$ cat config.mk
export PLATFORM = sky130hd
export DESIGN_NAME = aou_mac
export DESIGN_NICKNAME = d
export VERILOG_FILES = /design/src/aou_pkg.sv /design/src/aou_mac.sv
export SDC_FILE = /design/constraint.sdc
export NUM_CORES = 1
export LEC_CHECK = 0
export BUFFER_PORTS_ARGS = -buffer_cell sky130_fd_sc_hd__buf_2
export CORE_ASPECT_RATIO = 0.75
export CORE_MARGIN = 5
export CORE_UTILIZATION = 40
export DETAILED_ROUTE_END_ITERATION = 8
export GPL_ROUTABILITY_DRIVEN = 0
export PLACE_DENSITY_LB_ADDON = 0.2
export SKIP_LAST_GASP = 1
export SLEW_MARGIN = 15
export SYNTH_ARGS = -nofsm -noshare
export SYNTH_HDL_FRONTEND = slang
export SYNTH_SLANG_ARGS = --single-unit
$ cat constraint.sdc
create_clock -name clk -period 26.2 [get_ports clk]
set_input_delay 1.31 -clock clk [delete_from_list [all_inputs] [get_ports clk]]
set_output_delay 1.31 -clock clk [all_outputs]
set_load 0.01 [all_outputs]
$ cat src/aou_pkg.sv
`timescale 1ns / 1ps
package aou_pkg;

  localparam int ENTRIES_DEF = 4096;
  localparam int FRAC_DEF    = 16;

  // datapath widths of the serial units, the stores and the address sum
  localparam int ACC_W  = 82;
  localparam int MPL_W  = 32;
  localparam int DIVD_W = 72;
  localparam int DIVS_W = 34;
  localparam int RAD_W  = 64;
  localparam int ROOT_W = 32;
  localparam int V_W    = 48;
  localparam int FULL_W = 27;

  localparam logic [23:0] LR_RST  = 24'd66;
  localparam logic [15:0] B1_RST  = 16'd58982;
  localparam logic [15:0] B2_RST  = 16'd65470;
  localparam logic [15:0] EPS_RST = 16'd1;
  localparam logic [12:0] RW_RST  = 13'd1;

  typedef enum logic [3:0] {
    REG_LEARNING_RATE  = 4'd0,
    REG_BETA_ONE       = 4'd1,
    REG_BETA_TWO       = 4'd2,
    REG_EPSILON        = 4'd3,
    REG_BETA_ONE_POWER = 4'd4,
    REG_BETA_TWO_POWER = 4'd5,
    REG_AMSGRAD_ENABLE = 4'd6,
    REG_ROW_WIDTH      = 4'd7
  } cfg_reg_t;

  typedef struct packed {
    logic start;
    logic clear;
  } mac_ctl_t;

  typedef struct packed {
    logic busy;
    logic done;
  } unit_sts_t;

  typedef struct packed {
    logic wr_en;
    logic wr_max_en;
  } mem_ctl_t;

endpackage

$ cat src/aou_mac.sv
`timescale 1ns / 1ps
module aou_mac import aou_pkg::*; (
  input  logic                    clk,
  input  logic                    rst_n,
  input  mac_ctl_t                ctl,
  input  logic signed [ACC_W-1:0] mcand,
  input  logic        [MPL_W-1:0] mplier,
  output logic signed [ACC_W-1:0] acc,
  output unit_sts_t               sts
);

  logic                    busy_r;
  logic signed [ACC_W-1:0] mcand_r;
  logic        [MPL_W-1:0] mplier_r;
  logic signed [ACC_W-1:0] acc_r;

  // one multiplier bit per cycle, stop once the remaining bits are zero
  always_ff @(posedge clk) begin
    if (!rst_n) begin
      busy_r <= 1'b0;
    end else if (ctl.start) begin
      busy_r   <= 1'b1;
      mcand_r  <= mcand;
      mplier_r <= mplier;
      if (ctl.clear) begin
        acc_r <= '0;
      end
    end else if (busy_r) begin
      if (mplier_r == '0) begin
        busy_r <= 1'b0;
      end else begin
        if (mplier_r[0]) begin
          acc_r <= acc_r + mcand_r;
        end
        mcand_r  <= mcand_r <<< 1;
        mplier_r <= mplier_r >> 1;
      end
    end
  end

  assign acc      = acc_r;
  assign sts.busy = busy_r;
  assign sts.done = busy_r && (mplier_r == '0);

endmodule

==> flow_metrics.env <==
export IMPL_status="complete, no violations"
export IMPL_synth_seq_cells=197
export IMPL_synth_largest_area_cell="edfxtp_1"
export IMPL_cts_root_buf="clkbuf_16"
export IMPL_worst_pin_slew_ns=0.9996
export IMPL_crit_path_start_kind="flop"
export IMPL_syn_to_final_growth_pct=15.60
export IMPL_io_pins=202
export IMPL_fin_crit_ns=3.783
export IMPL_floorplan_initialDensity_pct=40.61
export IMPL_leakage_uw=0.005787
export IMPL_syn_area_per_cell_sq_um=10.65
export IMPL_htreeDepth=4
export IMPL_maxSlewViolCount=0
export IMPL_drt_iter0_drc=670
export IMPL_finalHoldViolCount=0
export IMPL_synth_area_leaders="edfxtp_1, mux2_2, ha_1, a21oi_1, nor2_1"
export IMPL_clkPwrFrac_pct=29.8
export IMPL_worst_setup_path_end_kind="flop"
export IMPL_setup_tns_ns=0
export IMPL_synthesis_area_sq_um=12720
export IMPL_p_sw_uw=270.9
export IMPL_yosysSeqAreaShare_pct=46.43
export IMPL_antenna_found_initial=1
export IMPL_netlist_cell_type_count=68
export IMPL_endpoint="acc[78]$_SDFFCE_PP0P_"
export IMPL_path_clk_slew_ns=0.08
export IMPL_layout_nets=1579
export IMPL_post_cts_buffers=0
export IMPL_startpoint="acc[0]$_SDFFCE_PP0P_"
export IMPL_dpl_cell_area_sq_um=14140
export IMPL_drc_errors=0
export IMPL_yosysWarnings=0
export IMPL_clk_latency_ns=0.45
export IMPL_finalWirelength_um=34600
export IMPL_place_port_buffers=201
export IMPL_vias_per_cell=5.536
export IMPL_rsz0062_at_grt="false"
export IMPL_p_per_area_nw_per_um2=59.32
export IMPL_most_common_layout_cells="buf_2, edfxtp_1, nor2_1"
export IMPL_drt_first_pass_iters=5
export IMPL_p_comb_share_pct=25.3
export IMPL_grt_pass1_vias=9637
export IMPL_synth_async_reset_ratio_pct=0
export IMPL_seq_power_share_pct=44.9
export IMPL_ff2ff_path_depth=13
export IMPL_rows=56
export IMPL_hold_class="flop to flop"
export IMPL_reg2reg_setup_slack_ns=22.42
export IMPL_layout_drive_gt1_share_pct=26.58
export IMPL_swShare_pct=31.06
export IMPL_yosysTopAreaCellShare_pct=46.27
export IMPL_setup_violations=0
export IMPL_ctsHoldBuffers=0
export IMPL_required_ns=26.39
export IMPL_die_area_sq_um=35500
export IMPL_reg2reg_to="acc[78]$_SDFFCE_PP0P_"
export IMPL_r2r_start="acc[0]$_SDFFCE_PP0P_"
export IMPL_ant_nets=0
export IMPL_synth_edf_count=196
export IMPL_grt_pass1_wl_um=53530
export IMPL_power_internal_uw=601.3
export IMPL_cts_resized_gates=0
export IMPL_die_h_um=164.4
export IMPL_vias=9960
export IMPL_worstPathMaxFanout=4
export IMPL_core_sq_um=31320
export IMPL_cts_tree="done"
export IMPL_finClkSkew_ns=0.01723
export IMPL_slew_headroom_pct=32.65
export IMPL_ys_flop_type="edfxtp_1"
export IMPL_final_area_sq_um=14700
export IMPL_clock_fmax_ghz=0.2643
export IMPL_syn_nets=1394
export IMPL_clock_path_buffers=2
export IMPL_finalCritPeriodShare_pct=14.44
export IMPL_numCtsBuffers=17
export IMPL_final_common_cell="buf_2"
export IMPL_grt_max_degree=78
export IMPL_clock_sinks=197
export IMPL_critical_path_class="flop to flop"
export IMPL_post_drt_wl_per_cell_um=19.23
export IMPL_vdd_drop_max_mv=0.03051
export IMPL_die_width_um=215.9
export IMPL_dp_hpwl_um=26170
export IMPL_gr_total_overflow=0
export IMPL_cp_arrival_ns=3.98
export IMPL_maxCapViolCount=0
export IMPL_synth_cells=1194
export IMPL_grt_usage_pct=19.09
-- final cells by class --
class,instances,area (sq um)
clock inverters,13,125.1
clock buffers,19,432.9
inverters,27,101.3
fillers,2975,16620
well taps,406,508.0
repair buffers,208,1065
multi-input cells,928,6564
flip-flops and latches,197,5906
diodes,1,2.502
-- worst min-delay path by stage --
stage,from,end,cells past startpoint
after floorplan,busy_r$_SDFF_PN0_,busy_r$_SDFF_PN0_,2
after global placement,mplier_r[1]$_DFFE_PP_,mplier_r[0]$_DFFE_PP_,1
after detailed placement,mplier_r[17]$_DFFE_PP_,mplier_r[16]$_DFFE_PP_,1
after CTS,mplier_r[20]$_DFFE_PP_,mplier_r[19]$_DFFE_PP_,1
after global routing,mplier_r[12]$_DFFE_PP_,mplier_r[11]$_DFFE_PP_,1
final,mcand_r[0]$_SDFFCE_PN0P_,mcand_r[1]$_DFFE_PP_,1
-- Yosys cell counts (3+ instances only) --
cell and number:
xnor2_1 36, o21ai_0 56, mux2i_1 4, edfxtp_1 196, nand2_1 91, xor2_1 35, nor2_1 137, and3_1 8
clkbuf_1 34, o21bai_1 21, a21oi_1 115, a21o_1 26, a211o_1 7, nor2b_1 17, and2_1 6, ha_1 81
a31oi_1 9, nor3_1 21, or2_2 3, o211ai_1 6, nor3b_1 3, o21ai_1 3, mux2_2 114, nor4_1 15
o21a_1 8, inv_1 27, nand2b_1 7, nand3_1 10, o31ai_1 4, a31o_2 4, buf_2 3, a211oi_1 5
nand4_1 25, o31a_1 4, o221ai_1 3, a21boi_0 8
-- cells by family after synthesis --
kind of cell / after synthesis / synth area share [%]
AO/OA/AOI/OAI: 305 / 15.28
XOR/XNOR: 71 / 4.889
adder cells (fa/ha/maj): 82 / 8.125
buffers and inverters: 69 / 2.115
flip-flops: 197 / 46.43
multiplexers: 120 / 10.58
AND/OR/NAND/NOR: 350 / 12.58
-- registers in the layout, summed over array words and instances (netlist names) --
register / flops
acc: 82
busy_r: 1
mcand_r: 82
mplier_r: 32
-- critical path: stages, from the launching register on --
cell,delay (ns)
edfxtp_1,0.35
ha_1,0.17
inv_1,0.06
fa_1,0.41
nand2b_1,0.20
a21oi_2,0.22
o211ai_1,0.21
a32oi_2,0.34
a21oi_2,0.22
o41ai_4,0.48
a31oi_1,0.24
o31a_1,0.38
a21oi_1,0.13
o221ai_1,0.11
-- through the flow --
step / total power [uW] / hold slack (ns) / cells / utilization, % / setup slack (ns)
6_report: 872.2 / 0.5814 / 1799 / 46.95 / 22.42
5_1_grt: 918.5 / 0.6008 / 1799 / 46.95 / 22.16
4_1_cts: 878.6 / 0.5872 / 1798 / 46.94 / 22.44
3_5_place_dp: 616.6 / 0.5656 / 1766 / 45.16 / 22.09
3_3_place_gp: 614.8 / 0.5634 / 1766 / 45.16 / 22.17
2_1_floorplan: 556.3 / 0.4966 / 1194 / - / 11.99
-- power groups by stage --
stage | Sequential, uW | Combinational, uW | Clock [uW]
6_report | 391 | 221 | 260
5_1_grt | 393 | 246 | 280
4_1_cts | 391 | 220 | 267
3_5_place_dp | 398 | 218 | 0
3_3_place_gp | 398 | 217 | 0
2_1_floorplan | 400 | 156 | 0
-- per-layer routing --
metal | track usage, % | part of all wire [%]
met1 | 29.43 | 50
met2 | 27.36 | 42
met3 | 3.958 | 6.5
met4 | 4.739 | 1.5
met5 | 0 | 0
No activity file was read; power rests on OpenSTA's default activity.
