## src/aou_pkg.sv

```systemverilog
`timescale 1ns / 1ps
package aou_pkg;

  localparam int ENTRIES_DEF = 4096;
  localparam int FRAC_DEF    = 16;

  // datapath widths of the serial units, the stores and the address sum
  localparam int ACC_W  = 82;
  localparam int MPL_W  = 32;
  localparam int DIVD_W = 72;
  localparam int DIVS_W = 34;
  localparam int RAD_W  = 64;
  localparam int ROOT_W = 32;
  localparam int V_W    = 48;
  localparam int FULL_W = 27;

  localparam logic [23:0] LR_RST  = 24'd66;
  localparam logic [15:0] B1_RST  = 16'd58982;
  localparam logic [15:0] B2_RST  = 16'd65470;
  localparam logic [15:0] EPS_RST = 16'd1;
  localparam logic [12:0] RW_RST  = 13'd1;

  typedef enum logic [3:0] {
    REG_LEARNING_RATE  = 4'd0,
    REG_BETA_ONE       = 4'd1,
    REG_BETA_TWO       = 4'd2,
    REG_EPSILON        = 4'd3,
    REG_BETA_ONE_POWER = 4'd4,
    REG_BETA_TWO_POWER = 4'd5,
    REG_AMSGRAD_ENABLE = 4'd6,
    REG_ROW_WIDTH      = 4'd7
  } cfg_reg_t;

  typedef struct packed {
    logic start;
    logic clear;
  } mac_ctl_t;

  typedef struct packed {
    logic busy;
    logic done;
  } unit_sts_t;

  typedef struct packed {
    logic wr_en;
    logic wr_max_en;
  } mem_ctl_t;

endpackage

```

## src/aou_div.sv

```systemverilog
`timescale 1ns / 1ps
module aou_div import aou_pkg::*; (
  input  logic              clk,
  input  logic              rst_n,
  input  logic              start,
  input  logic [DIVD_W-1:0] dividend,
  input  logic [DIVS_W-1:0] divisor,
  output logic [DIVD_W-1:0] quotient,
  output unit_sts_t         sts
);

  localparam int CW = $clog2(DIVD_W + 1);

  logic              busy_r;
  logic [CW-1:0]     cnt_r;
  logic [DIVD_W-1:0] quo_r;
  logic [DIVS_W-1:0] rem_r;
  logic [DIVS_W-1:0] div_r;
  logic [DIVS_W:0]   shifted;
  logic [DIVS_W+1:0] diff;
  logic              ge;

  assign shifted = {rem_r, quo_r[DIVD_W-1]};
  assign diff    = {1'b0, shifted} - {2'b00, div_r};
  assign ge      = !diff[DIVS_W+1];

  // restoring division, one quotient bit per cycle
  always_ff @(posedge clk) begin
    if (!rst_n) begin
      busy_r <= 1'b0;
      cnt_r  <= '0;
    end else if (start) begin
      busy_r <= 1'b1;
      cnt_r  <= CW'(DIVD_W);
      quo_r  <= dividend;
      rem_r  <= '0;
      div_r  <= divisor;
    end else if (busy_r) begin
      if (cnt_r == '0) begin
        busy_r <= 1'b0;
      end else begin
        cnt_r <= cnt_r - 1'b1;
        quo_r <= {quo_r[DIVD_W-2:0], ge};
        rem_r <= ge ? diff[DIVS_W-1:0] : shifted[DIVS_W-1:0];
      end
    end
  end

  assign quotient = quo_r;
  assign sts.busy = busy_r;
  assign sts.done = busy_r && (cnt_r == '0);

endmodule

```

## config.mk

```make
export PLATFORM = sky130hd
export DESIGN_NAME = aou_div
export DESIGN_NICKNAME = d
export VERILOG_FILES = /design/src/aou_pkg.sv /design/src/aou_div.sv
export SDC_FILE = /design/constraint.sdc
export NUM_CORES = 1
export LEC_CHECK = 0
export BUFFER_PORTS_ARGS = -buffer_cell sky130_fd_sc_hd__buf_2
export CAP_MARGIN = 5
export CORE_MARGIN = 4
export CORE_UTILIZATION = 45
export DETAILED_ROUTE_END_ITERATION = 10
export GPL_ROUTABILITY_DRIVEN = 0
export PLACE_DENSITY = 0.72
export SLEW_MARGIN = 20
export SYNTH_ARGS = -nofsm -noshare
export SYNTH_HDL_FRONTEND = slang
export SYNTH_SLANG_ARGS = --single-unit
```

## constraint.sdc

```tcl
create_clock -name clk -period 12.6 [get_ports clk]
set_input_delay 1.89 -clock clk [delete_from_list [all_inputs] [get_ports clk]]
set_output_delay 1.89 -clock clk [all_outputs]
set_load 0.005 [all_outputs]
```

==> flow_summary_export.csv, run 1 <==
group,metric,value,unit
finish,final_cells,1027,
setup_path,crit_path_end_kind,"flip-flop",
setup_path,critical-path-slowest-cell,"buf_4",
die,start_util,46.36,%
drt,drt_wl_total,17900,um
clock_network,clkSinkCount,148,
die,die_x,139.4,um
global_route,grt_pass1_vias,5675,
place,place_ws,8.561,ns
drt,vias,5407,
flow_run,cap_violations,0,
timing,finalSetupViolCount,0,
timing,tightest_slew,0.9671,ns
die,design.die.area,0.01943,sq mm
setup_path,path_cells,"buf_4, o21a_4, buf_4",
pwr,max-vdd-ir-drop,0.0001045,V
logic_synthesis,ys_ff_latch,148,
global_route,grtUsageTotal,18.63,%
logic_synthesis,syn-num-nets,758,
setup_path,required,12.64,ns
global_route,antenna_found_initial,2,
clock_network,cts_tree,"done",
clock_network,cts_resized,0,
setup_path,cp_data_arrival_time,3.62,ns
pwr,powerDensity,145.0,mW/mm^2
clock_network,post-cts-setup-buffer-count,0,
timing,fmax,279.6,MHz
pwr,power,1.368,mW
timing,min_period_over_period,28.38,%
logic_synthesis,synth_top_area_share,54.11,%
logic_synthesis,yosys.area.top_type,"edfxtp_1",
logic_synthesis,seq_area_frac_synth,56.17,%
setup_path,critPathMaxStageDelay,0.77,ns
timing,report.final.slew_viol_count,0,
global_route,grt_start_max_net_pins,79,
logic_synthesis,syn_inst,613,
clock_network,cts_max_path_buffers,2,
pwr,cellLeakagePower,3.973,nW
run_status,status,"finished clean",
clock_network,cts_hold_buf,0,
logic_synthesis,ys_top_cells_by_area,"edfxtp_1 (54%), mux2_2 (10%), ha_1 (5.6%)",
timing,hold_ws,0.5077,ns
timing,rsz0062_at_grt,"false",
die,die_h,139.4,um
drt,drt-initial-drc-count,301,
finish,layout_commonest_cell,"buf_2",
global_route,grt_pass1_wl,29090,um
clock_network,cts-buffers-inserted,17,
die,ios,183,
clock_network,clk_latency,0.43,ns
timing,tns,0,ns
die,core_area,0.01676,sq mm
timing,hold_violations,0,
place,io_buffers,182,
logic_synthesis,syn_avg_cell_area,12.68,sq um
drt,drc,0,
timing,final.setup.worst_slack,9.024,ns
setup_path,worst-path-buf-inv,2,
hold_path,hp-class,"flip-flop to flip-flop",
setup_path,crit_top_cell,"buf_4",
setup_path,cp_top_family,"buffers and inverters",
place,placedCellCount,995,
place,post-dp-hpwl,12940,um
timing,relSlewSlack,35.53,%
drt,antenna_left,0,
logic_synthesis,synth_cell_types,58,
global_route,grt_overflow_total,0,
clock_network,cts_root_buf,"clkbuf_16",
finish,finish.net_count,939,
die,rows,47,
timing,finalCriticalPeriod,3.576,ns
setup_path,start_kind,"primary input",
setup_path,criticalPathCategory,"primary input to flip-flop",
setup_path,cp_max_fo,62,
clock_network,htreeDepth,4,
finish,drive_above_1_share,36.72,%
drt,post_drt_wl_per_cell,17.43,um
logic_synthesis,synth.cell_area,0.007770,sq mm
logic_synthesis,ys.flop_type,"edfxtp_1",
drt,first_pass_iters,4,
finish,areaGrowthSynthToFinish,21.43,%
drt,viasPerCell,5.265,
clock_network,cts.clk_slew.worst_paths,0.06,ns
finish,final_cell_mix,"buf_2 (181), edfxtp_1 (140), mux2_2 (72)",
logic_synthesis,synth_edf_count,140,
logic_synthesis,async_flop_share,0,%
timing,clock_skew,0.01347,ns
logic_synthesis,yosys_warnings,0,
==> flip-flops by register name, summed over array words and instances (netlist names) <==
| register | count |
|---|---|
| div_r | 34 |
| busy_r | 1 |
| rem_r | 34 |
| cnt_r | 7 |
| quotient | 72 |
==> path summary, 6_finish.rpt <==
check | from | endpoint | slack, ns | cells after the start
max | start | rem_r[31]$_SDFFCE_PP0P_ | 9.02 | 3
min | cnt_r[1]$_SDFFE_PP0P_ | cnt_r[1]$_SDFFE_PP0P_ | 0.51 | 2
max reg2reg | quotient[71]$_DFFE_PP_ | rem_r[32]$_SDFFCE_PP0P_ | 9.07 | 13
min reg2reg | cnt_r[1]$_SDFFE_PP0P_ | cnt_r[1]$_SDFFE_PP0P_ | 0.51 | 2
==> cells by family (layout without fill, tap and decap cells) <==
family	after synthesis	after routing	synth area share, %
buffers and inverters	66	259	3.575
other	0	1	0
and+or+nand+nor	118	118	7.069
AOI/OAI and AO/OA	112	112	9.549
DFF	148	148	56.17
muxes	99	99	13.91
xor gates and xnor gates	34	34	3.833
adders and majority gates	36	36	5.894
==> synthesized netlist by cell type (4+ instances only) <==
library cell and n:
a211oi_1 5, a31oi_1 7, inv_1 42, o21a_1 8, mux2_2 72, nand4_1 5, xor2_1 14, o21bai_1 4
nand2_1 21, nor2_1 51, and3_1 4, nand3_1 7, clkbuf_1 17, o21ai_0 16, a21oi_1 30, mux2i_1 27
ha_1 35, and2_1 5, edfxtp_1 140, dfxtp_1 8, xnor2_1 20, o211ai_1 7, a21o_1 12, nor3_1 9
==> per-stage QoR <==
stage,instance area (sq um),utilization [%]
after CTS,9433,56.28
final,9435,56.30
after floorplan,7770,-
after global routing,9433,56.28
after detailed placement,8885,53.01
after global placement,8885,53.01
==> where the power goes <==
| part | switching, mW | total, mW | internal (mW) |
|---|---|---|---|
| logic | 0.152 | 0.282 | 0.130 |
| clock network | 0.219 | 0.476 | 0.257 |
| registers | 0.0200 | 0.609 | 0.589 |
==> worst register-to-register path, delay by kind of cell (launching register included) <==
kind            cells  cell delay (ns)
buf+inv             2             0.13
fa+ha+maj           2             0.57
simple gates        1             0.12
flops               1             0.43
compound gates      8             2.01
==> cell type report <==
class | count | area [sq um]
fillers | 1439 | 7325
flip-flops and latches | 148 | 4364
multi-input cells | 399 | 3144
repair buffers | 186 | 943.4
clock buffers | 17 | 425.4
well taps | 220 | 275.3
inverters | 42 | 157.7
clock inverters | 14 | 122.6
diodes | 1 | 2.502
==> layer usage <==
layer | global-route usage, % | part of all wire (%) | vias up
met4 | 5.149 | 0.94 | 4
met2 | 29.87 | 48 | 186
met3 | 8.233 | 8.8 | 15
met5 | 0 | 0.15 | -
met1 | 23.01 | 42 | 2557
li1 | - | - | 2645
Note: power is estimated with default switching activity, not from simulation.
==> inputs of run 2 (changes only) <==
- clock period: 12.6 -> 3.3 ns (I/O delays scaled with it)
==> flow_summary_export.csv, run 2 (same netlist as run 1, synthesis figures left out) <==
group,metric,value,unit
run_status,status,"finished clean",
setup_path,cp_max_fo,17,
die,die_x,139.4,um
place,io_buffers,182,
global_route,grt_pass1_vias,5786,
finish,final_cells,1051,
drt,drt_wl_total,18250,um
timing,relSlewSlack,63.92,%
finish,final_cell_mix,"buf_2 (181), edfxtp_1 (140), mux2_2 (72)",
drt,vias,5505,
timing,tightest_slew,0.5413,ns
hold_path,min_path_cells,1,
timing,hold_violations,0,
global_route,antenna_found_initial,5,
finish,seq_area,0.004364,sq mm
flow_run,cap_violations,0,
drt,antenna_left,0,
global_route,grt_start_max_net_pins,55,
setup_path,r2r_cells,9,
setup_path,cp_data_arrival_time,3.26,ns
pwr,cellLeakagePower,4.132,nW
finish,drive_above_1_share,39.11,%
global_route,grtUsageTotal,19.19,%
timing,hold_ws,0.2408,ns
finish,n_fill_cell,1424,
clock_network,cts_hold_buf,0,
finish,n_antenna_cell,0,
finish,largest_reg_flops,72,
finish,areaGrowthSynthToFinish,25.15,%
finish,final_area,0.009724,sq mm
setup_path,worst-path-buf-inv,1,
clock_network,htreeDepth,4,
setup_path,critPathMaxStageDelay,0.52,ns
die,rows,47,
global_route,grt_pass1_wl,29840,um
setup_path,required,3.45,ns
setup_path,ff2ff_setup_slack,0.19,ns
clock_network,cts-buffers-inserted,17,
setup_path,critical-path-slowest-cell,"or4_1",
timing,clock_skew,0.009901,ns
timing,tns,0,ns
timing,finalSetupViolCount,0,
clock_network,cts_root_buf,"clkbuf_16",
timing,rsz0062_at_grt,"false",
finish,multi_input_area,0.003166,sq mm
finish,utilization,58.02,%
die,die_h,139.4,um
place,post-dp-hpwl,13490,um
place,placedCellCount,1015,
drt,viasPerCell,5.238,
die,start_util,46.36,%
setup_path,cp_top_family,"compound AO/OA/AOI/OAI gates",
drt,drt-initial-drc-count,274,
setup_path,crit_path_end_kind,"flip-flop",
die,design.die.area,0.01943,sq mm
clock_network,cts_max_path_buffers,2,
hold_path,hp-class,"primary input to flip-flop",
setup_path,path_cells,"ha_1, nand3_1, or4_1, o21a_1, o21a_2, o211ai_4, buf_12, mux2i_1, nor2_1",
drt,first_pass_iters,4,
timing,fmax,321.9,MHz
pwr,max-vdd-ir-drop,0.0003845,V
setup_path,criticalPathCategory,"flip-flop to flip-flop",
finish,layout_commonest_cell,"buf_2",
clock_network,clk_latency,0.43,ns
clock_network,cts.clk_slew.worst_paths,0.07,ns
global_route,grt_overflow_total,0,
setup_path,start_kind,"flip-flop",
setup_path,cp.depth,9,
die,core_area,0.01676,sq mm
clock_network,clkSinkCount,148,
drt,drc,0,
clock_network,cts_tree,"done",
pwr,powerDensity,557.5,mW/mm^2
timing,finalCriticalPeriod,3.106,ns
finish,finish.net_count,963,
drt,post_drt_wl_per_cell,17.36,um
timing,report.final.slew_viol_count,0,
die,ios,183,
timing,min_period_over_period,94.13,%
place,dpl_cell_area,0.009085,sq mm
## run 2: cell types whose count changed in the layout (fill, tap and decap cells not counted), sizes merged
cell      previous run  this run
buf                186       210
bufinv               0         1
clkinvlp             3         2
clkbuf              17        18
clkinv               4         2
diode                1         0
inv                 49        51
## run 2: power breakdown
| group | total [mW] | switching [mW] | internal [mW] |
|---|---|---|---|
| registers | 2.32 | 0.0715 | 2.25 |
| logic | 1.15 | 0.596 | 0.558 |
| clock network | 1.95 | 0.869 | 1.08 |
## run 2: repair_timing
action,in CTS,in global routing
setup endpoints to repair,3,23
gates resized for setup,2,4
gates cloned,0,0
setup buffers,0,4
pin swaps,0,6
## run 2: cell type report
class / instances / share of cell area, %
Sequential cell: 148 / 44.88
Multi-Input combinational cell: 399 / 32.55
Timing Repair Buffer: 210 / 12.07
Clock buffer: 18 / 4.413
Tap cell: 220 / 2.831
Clock inverter: 14 / 1.634
Inverter: 42 / 1.621
## run 2: final timing paths
check | from | to
setup / recovery | rem_r[19]$_SDFFCE_PP0P_ | rem_r[15]$_SDFFCE_PP0P_
hold / removal | divisor[27] | div_r[27]$_DFFE_PP_
setup reg to reg | rem_r[19]$_SDFFCE_PP0P_ | rem_r[15]$_SDFFCE_PP0P_
hold reg to reg | cnt_r[1]$_SDFFE_PP0P_ | cnt_r[1]$_SDFFE_PP0P_
## run 2: stage by stage
stage	worst slack, ns	total power, mW
floorplan	0.2262	3.133
global placement	0.1163	3.468
detailed placement	0.04900	3.491
CTS	0.01022	5.454
global route	0.004982	5.712
finish	0.1938	5.421
## run 2: layer usage
layer  global-route usage, %  routed length [um]  up-vias
li1                        -                   -     2702
met2                   31.58                8842      161
met4                   4.840                 262       10
met1                   23.29                7557     2605
met5                       0                  62        -
met3                   8.370                1523       27
