==> src/aou_pkg.sv <==
`timescale 1ns / 1ps
package aou_pkg;

  localparam int ENTRIES_DEF = 4096;
  localparam int FRAC_DEF    = 16;

  // datapath widths of the serial units, the stores and the address sum
  localparam int ACC_W  = 82;
  localparam int MPL_W  = 32;
  localparam int DIVD_W = 72;
  localparam int DIVS_W = 34;
  localparam int RAD_W  = 64;
  localparam int ROOT_W = 32;
  localparam int V_W    = 48;
  localparam int FULL_W = 27;

  localparam logic [23:0] LR_RST  = 24'd66;
  localparam logic [15:0] B1_RST  = 16'd58982;
  localparam logic [15:0] B2_RST  = 16'd65470;
  localparam logic [15:0] EPS_RST = 16'd1;
  localparam logic [12:0] RW_RST  = 13'd1;

  typedef enum logic [3:0] {
    REG_LEARNING_RATE  = 4'd0,
    REG_BETA_ONE       = 4'd1,
    REG_BETA_TWO       = 4'd2,
    REG_EPSILON        = 4'd3,
    REG_BETA_ONE_POWER = 4'd4,
    REG_BETA_TWO_POWER = 4'd5,
    REG_AMSGRAD_ENABLE = 4'd6,
    REG_ROW_WIDTH      = 4'd7
  } cfg_reg_t;

  typedef struct packed {
    logic start;
    logic clear;
  } mac_ctl_t;

  typedef struct packed {
    logic busy;
    logic done;
  } unit_sts_t;

  typedef struct packed {
    logic wr_en;
    logic wr_max_en;
  } mem_ctl_t;

endpackage

==> src/aou_sqrt.sv <==
`timescale 1ns / 1ps
module aou_sqrt import aou_pkg::*; (
  input  logic              clk,
  input  logic              rst_n,
  input  logic              start,
  input  logic [RAD_W-1:0]  radicand,
  output logic [ROOT_W-1:0] root,
  output unit_sts_t         sts
);

  localparam int CW    = $clog2(ROOT_W + 1);
  localparam int REM_W = ROOT_W + 3;

  logic              busy_r;
  logic [CW-1:0]     cnt_r;
  logic [RAD_W-1:0]  rad_r;
  logic [REM_W-1:0]  rem_r;
  logic [ROOT_W-1:0] root_r;
  logic [REM_W-1:0]  cur;
  logic [REM_W-1:0]  trial;
  logic [REM_W:0]    diff;
  logic              ge;

  assign cur   = {rem_r[REM_W-3:0], rad_r[RAD_W-1:RAD_W-2]};
  assign trial = REM_W'({root_r, 2'b01});
  assign diff  = {1'b0, cur} - {1'b0, trial};
  assign ge    = !diff[REM_W];

  // two radicand bits in, one root bit out per cycle
  always_ff @(posedge clk) begin
    if (!rst_n) begin
      busy_r <= 1'b0;
      cnt_r  <= '0;
    end else if (start) begin
      busy_r <= 1'b1;
      cnt_r  <= CW'(ROOT_W);
      rad_r  <= radicand;
      rem_r  <= '0;
      root_r <= '0;
    end else if (busy_r) begin
      if (cnt_r == '0) begin
        busy_r <= 1'b0;
      end else begin
        cnt_r  <= cnt_r - 1'b1;
        rad_r  <= rad_r << 2;
        rem_r  <= ge ? diff[REM_W-1:0] : cur;
        root_r <= {root_r[ROOT_W-2:0], ge};
      end
    end
  end

  assign root     = root_r;
  assign sts.busy = busy_r;
  assign sts.done = busy_r && (cnt_r == '0);

endmodule

==> config.mk <==
export PLATFORM = sky130hd
export DESIGN_NAME = aou_sqrt
export DESIGN_NICKNAME = d
export VERILOG_FILES = /design/src/aou_pkg.sv /design/src/aou_sqrt.sv
export SDC_FILE = /design/constraint.sdc
export NUM_CORES = 1
export LEC_CHECK = 0
export ABC_AREA = 1
export BUFFER_PORTS_ARGS = -buffer_cell sky130_fd_sc_hd__buf_4
export CORE_UTILIZATION = 42
export CTS_CLUSTER_SIZE = 16
export DETAILED_ROUTE_END_ITERATION = 10
export SLEW_MARGIN = 10
export SYNTH_ARGS = -nofsm -noshare
export SYNTH_HDL_FRONTEND = slang
export SYNTH_SLANG_ARGS = --single-unit
==> constraint.sdc <==
create_clock -name clk -period 13 [get_ports clk]
set_input_delay 2.6 -clock clk [delete_from_list [all_inputs] [get_ports clk]]
set_output_delay 2.6 -clock clk [all_outputs]
set_load 0.02 [all_outputs]
==> results of run 1 <==
## metrics by stage
stage | utilization [%] | power (mW) | hold slack [ns] | instances | instance area (µm²)
finish | 50.6 | 1.33 | 0.471 | 1550 | 10200
global route | 50.6 | 1.41 | 0.502 | 1550 | 10200
CTS | 50.6 | 1.35 | 0.477 | 1550 | 10200
detailed placement | 47.7 | 0.858 | 0.468 | 1518 | 9650
global placement | 47.7 | 0.856 | 0.453 | 1518 | 9650
floorplan | - | 0.776 | 0.445 | 1171 | 8660
## where the power goes
part / switching (mW) / leakage, nW / internal, mW
Combinational: 0.202 / 3.72 / 0.110
Sequential: 0.0131 / 1.30 / 0.523
Clock: 0.216 / 0.282 / 0.271
Total: 0.431 / 5.30 / 0.904
## flip-flops by register name (all words and copies together) (netlist names)
| signal | count |
|---|---|
| root | 32 |
| cnt_r | 6 |
| rad_r | 64 |
| busy_r | 1 |
| rem_r | 33 |
## cell type report
type                       instances  area [µm²]  share of cell area, %
clock buffer                      17         425                   4.16
clock inverter                    15         159                   1.55
inverter                         194         736                   7.19
multi-input combinational        814        3780                   36.9
sequential                       136        4010                   39.2
tap                              270         338                   3.30
timing repair buffer             104         781                   7.63
## cells in the final DEF (no fill, tap or decap), types with 2 or more instances in the layout
cell          n
a21oi_1      21
and2_1        2
buf_4       104
clkbuf_16    17
clkinv_4      2
clkinvlp_4    2
dfxtp_1       7
edfxtp_1    129
ha_1         35
inv_1       184
inv_2         9
inv_6         6
inv_8         3
nand2_1     516
nand2_2       7
nand3_1      33
nand3b_1     18
nand4_1      10
nor2_1      118
nor2_2       14
nor3_1        5
o21ai_0       4
xor2_1       15
## cells by family after synthesis
group / Yosys count / synth area share, %
AOI/OAI and AO/OA: 32 / 2.12
xor gates and xnor gates: 15 / 1.52
adders and majority gates: 35 / 5.06
buffers and inverters: 221 / 10.1
DFF: 136 / 46.4
and+or+nand+nor: 732 / 34.8
## cells in the mapped netlist, types with 2 or more instances
cell,n,area (µm²)
clkbuf_1,15,56.3
nand4_1,10,62.6
nor2_1,118,443
a21oi_1,21,105
inv_1,184,691
buf_2,3,15.0
nand3b_1,18,135
ha_1,35,438
dfxtp_1,7,140
edfxtp_1,129,3870
buf_1,5,18.8
buf_6,2,22.5
xor2_1,15,131
nand3_1,33,165
a21boi_0,2,15.0
nor2_2,14,87.6
nand2_1,516,1940
o21ai_0,4,20.0
nand2_2,7,43.8
nor3_1,5,25.0
and2_1,2,12.5
inv_2,9,33.8
## final timing paths
check,slack [ns],end,from,depth (start not counted)
setup / recovery,8.37,rem_r[5]$_SDFFCE_PP0P_,start,5
hold / removal,0.47,cnt_r[0]$_SDFFE_PP0P_,cnt_r[0]$_SDFFE_PP0P_,2
hold reg to reg,0.47,cnt_r[0]$_SDFFE_PP0P_,cnt_r[0]$_SDFFE_PP0P_,2
setup reg to reg,10.06,rem_r[5]$_SDFFCE_PP0P_,cnt_r[0]$_SDFFE_PP0P_,7
## routing by layer
metal	global-route usage, %	vias to the layer above	wire length [µm]
li1	-	3799	-
met1	25.7	3191	9470
met2	32.7	129	9440
met3	4.61	23	849
met4	6.89	0	382
met5	0	-	0
## critical path: stages
cell,delay (ns)
buf_4,0.34
inv_2,0.11
a21boi_4,0.16
buf_4,0.44
buf_4,0.94
==> results by group, run 1 <==
Synthesis
  – Post-Syn Area per Cell: 7.40 µm²
  – Synth warnings: 0
  – Distinct cells, synth: 39
  – Number of synthesized register bits: 136
  – Post-synth EDFFs: roughly 130
  – Top_reg_cell synth: edfxtp_1
  – Synthesized Nets: ~1300
  – Post-synth ARST share: 0%
  – Register area share after synthesis: 46.4%
  – Netlist Area Pre-Place: 8660 µm²
  – Post-Synthesis Cells: 1171

Floorplanning
  – Die Wd: 146 µm
  – Core ar.: 20200 µm²
  – Die Y: around 150 µm
  – Die ar.: 21200 µm²
  – Initial Util: 42.8%
  – Rows: 52
  – I/O pins: around 100

Place
  – Buffers added on ports: 100
  – HPWL Detailed: 14.8 mm
  – GP Congestion: slightly below 0.9
  – Place WS: 7.88 ns

Routing
  – Vias: 7142
  – Antenna Violating Nets Remaining: 0
  – Drt drc: 0
  – Routed length per instance: 13.0 µm
  – DRT Pass-1 Iters: 4
  – Vias per std cell: roughly 4.6
  – Routed Wire Length: about 20 mm
  – First DRT Iteration DRCs: 415

CTS
  – # H-tree levels: 4
  – Cts hold-fix bufs: 0
  – Post-CTS setup repair buffer count: 0
  – Worst-path clk slew: approximately 0.070 ns
  – CTS sink cnt: 136
  – Clk buf depth: 2
  – Post-CTS sizing: 0
  – Root Buffer: clkbuf_16
  – TritonCTS Buffers: 17
  – Clock Latency Late Sink: 0.43 ns
  – CTS tree: done

Timing
  – Final hold viol count: 0
  – Max Clock Freq: between 200 and 250 MHz
  – Worst Tran Pin Value: 1.12 ns
  – Crit share post-route: 35.6%
  – Setup Viol. Count Final: 0
  – Slew headroom: between 20% and 30%
  – Skew final: 0.0121 ns
  – Final Max Slew Viols: 0
  – Final setup TNS: 0 ns
  – RSZ-0062 raised after global routing: false
  – Crit path time final: 4.63 ns
  – Worst setup margin: 8.37 ns

Cells and area
  – Filler cell count: 2063
  – Area grow syn2layout: 18.2%
  – Antenna diodes: 0
  – Share of cells above drive strength 1: 13.8%
  – Layout Nets: 1369

GRT
  – Number of global-route vias before repair: 6765
  – Global-route wire length before repair: 33.2 mm
  – Total track usage: between 10% and 20%
  – Initial antenna violation count: 0
  – Pin count of the biggest net entering global routing: between 90 and 100
  – Remaining Overflow, GRT: 0

Pwr
  – Pwr dens: between 100 and 150 nW/µm²
  – Static Leak: 5.30 nW
  – Peak supply drop: 79.6 µV

Worst setup path
  – CP endpoint kind: register
  – Crit path DAT: 4.67 ns
  – Required @ worst endpoint: 13.04 ns
  – Crit Path Max Fanout: 90
  – CP Class: input port to register
  – CP Launch Type: input port

Flow run
  – Max-Cap Viols: 0

Outcome
  – Status: finished clean

Worst hold path
  – Hold crit path type: register to register
(Power assumes the default switching activity.)
==> run 2, diff against run 1 <==
Clock period 13 ns to 4.5 ns, I/O delays scaled along.
==> results by group, run 2 (synthesis gave the netlist of run 1 again) <==
GRT
  – Pin count of the biggest net entering global routing: 96 (-3.0%)
  – Global-route wire length before repair: 34.6 mm (+4.4%)
  – Total track usage: 20.5% (+0.62 points)
  – Initial antenna violation count: 0 (unchanged)
  – Number of global-route vias before repair: 7223 (+6.8%)
  – Remaining Overflow, GRT: 0 (unchanged)

Cells and area
  – Largest Register: rad_r
  – Share of cells above drive strength 1: 13.9% (+0.13 points)
  – Commonest non-fill, non-tap cell in the layout: nand2_1
  – Filler cell count: 2045 (-0.87%)
  – Commonest cells after routing, fill and taps aside: nand2_1, inv_1, edfxtp_1
  – Antenna diodes: 0 (unchanged)
  – Total area of sequential cells: 4010 µm² (unchanged)
  – Multi-input gate area: 3780 µm² (unchanged)
  – Layout Nets: 1371 (+0.15%)
  – Max reg flops: 64 (unchanged)
  – Area grow syn2layout: 18.5%

Worst setup path
  – Critical Path Max Stage Delay: 0.44 ns (-0.50 ns)
  – CP Launch Type: register
  – CP endpoint kind: register
  – Crit path DAT: 2.82 ns (-1.85 ns)
  – CP most frequent cell: nand2_1
  – Required @ worst endpoint: 4.69 ns (-8.35 ns)
  – Crit Path Max Fanout: 26 (-71%)
  – Worst-path cell chain: ha_1 > a21oi_1 > nor2_1 > nor3_1 > o21ai_1 > nor2_8 > nand2_8 > nand2_2 > nand2_1 > nand2_1 > inv_1
  – Slowest CP cell: edfxtp_1
  – CP Class: register to register

Timing
  – RSZ-0062 raised after global routing: false
  – Skew final: 0.00830 ns (-0.00380 ns)
  – Crit path time final: 2.62 ns
  – Final hold viol count: 0 (unchanged)
  – Worst setup margin: 1.88 ns (-6.49 ns)
  – Max Clock Freq: 381 MHz
  – Worst Tran Pin Value: 0.972 ns (-0.148 ns)
  – Final setup TNS: 0 ns (unchanged)
  – Crit share post-route: ~58%
  – Final Max Slew Viols: 0 (unchanged)
  – Setup Viol. Count Final: 0 (unchanged)
  – Slew headroom: 35.2% (+9.8 points)

CTS
  – Root Buffer: clkbuf_16
  – Clock Latency Late Sink: 0.44 ns (about the same)
  – CTS tree: done
  – Post-CTS sizing: 0 (unchanged)
  – CTS sink cnt: 136 (unchanged)
  – TritonCTS Buffers: 17 (unchanged)
  – Cts hold-fix bufs: 0 (unchanged)
  – Worst-path clk slew: 0.07 ns (about the same)
  – Post-CTS setup repair buffer count: 0 (unchanged)
  – Clk buf depth: 2 (unchanged)
  – # H-tree levels: 4 (unchanged)

Place
  – Buffers added on ports: 100 (unchanged)
  – GP Congestion: 0.921 (+3.8%)
  – Place WS: 1.92 ns (-5.96 ns)
  – HPWL Detailed: 15.1 mm (+2.1%)

Floorplanning
  – Die Y: 146 µm (unchanged)
  – Rows: 52 (unchanged)
  – Die Wd: 146 µm (unchanged)
  – Die ar.: 21200 µm² (unchanged)
  – Initial Util: 42.8% (unchanged)
  – Core ar.: 20200 µm² (unchanged)
  – I/O pins: 101 (unchanged)

Routing
  – First DRT Iteration DRCs: 432 (+4.1%)
  – Vias: 7259 (+1.6%)
  – DRT Pass-1 Iters: 5 (+1)
  – Routed length per instance: 13.2 µm (+1.8%)
  – Vias per std cell: 4.68 (+1.5%)
  – Drt drc: 0 (unchanged)
  – Antenna Violating Nets Remaining: 0 (unchanged)
  – Routed Wire Length: 20.5 mm (+1.9%)

Worst hold path
  – Hold crit path type: register to register

Pwr
  – Pwr dens: 375 nW/µm² (+190%)
  – Static Leak: 5.31 nW (+0.19%)
  – Peak supply drop: 251 µV (+220%)
  – Total power: 3.84 mW (+190%)

Outcome
  – Status: finished clean

Flow run
  – Max-Cap Viols: 0 (unchanged)
run 2: changes by cell type in the layout (fill, tap and decap cells not counted), sizes merged:
cell,previous run,this run
buf,104,106
clkinv,4,7
inv,202,200
bufinv,1,0
run 2: final cells by class:
cell class,instances,area share (%)
Inverter,194,7.17
Sequential cell,136,39.1
Multi-Input combinational cell,814,36.8
Clock buffer,17,4.15
Timing Repair Buffer,106,7.88
Clock inverter,15,1.55
Tap cell,270,3.29
run 2: report_power, final:
| group | internal (mW) | leakage (nW) | switching (mW) |
|---|---|---|---|
| Clock | 0.737 | 0.279 | 0.650 |
| Sequential | 1.51 | 1.30 | 0.0386 |
| Combinational | 0.321 | 3.73 | 0.589 |
run 2: layer usage:
layer | part of all wire (%) | vias up | routed length [µm] | track usage (%)
met5 | 0 | - | 0 | 0
met4 | 2.7 | 0 | 562 | 8.11
met3 | 5.1 | 42 | 1060 | 4.70
met2 | 46 | 175 | 9540 | 34.1
met1 | 46 | 3237 | 9380 | 25.9
li1 | - | 3805 | - | -
run 2: final timing paths:
kind                                                end  slack, ns  depth (start not counted)               startpoint
worst max-delay path            rem_r[29]$_SDFFCE_PP0P_       1.88                         11  rem_r[30]$_SDFFCE_PP0P_
worst min-delay path              cnt_r[0]$_SDFFE_PP0P_       0.48                          2    cnt_r[0]$_SDFFE_PP0P_
worst max register to register  rem_r[29]$_SDFFCE_PP0P_       1.88                         11  rem_r[30]$_SDFFCE_PP0P_
worst min register to register    cnt_r[0]$_SDFFE_PP0P_       0.48                          2    cnt_r[0]$_SDFFE_PP0P_
run 2: stage by stage:
step / cells / cell area [µm²] / utilization (%) / hold WS, ns
4_1_cts: 1552 / 10300 / 50.7 / 0.478
5_1_grt: 1552 / 10300 / 50.7 / 0.505
2_1_floorplan: 1171 / 8670 / - / 0.445
3_3_place_gp: 1520 / 9680 / 47.8 / 0.454
3_5_place_dp: 1520 / 9680 / 47.8 / 0.469
6_report: 1552 / 10300 / 50.7 / 0.476
run 2: critical path, delay by kind of cell, from the launching register on:
family          cells  cell delay [ns]
compound gates      2             0.37
fa+ha+maj           1             0.36
buf+inv             1             0.04
flops               1             0.44
simple gates        7             1.15
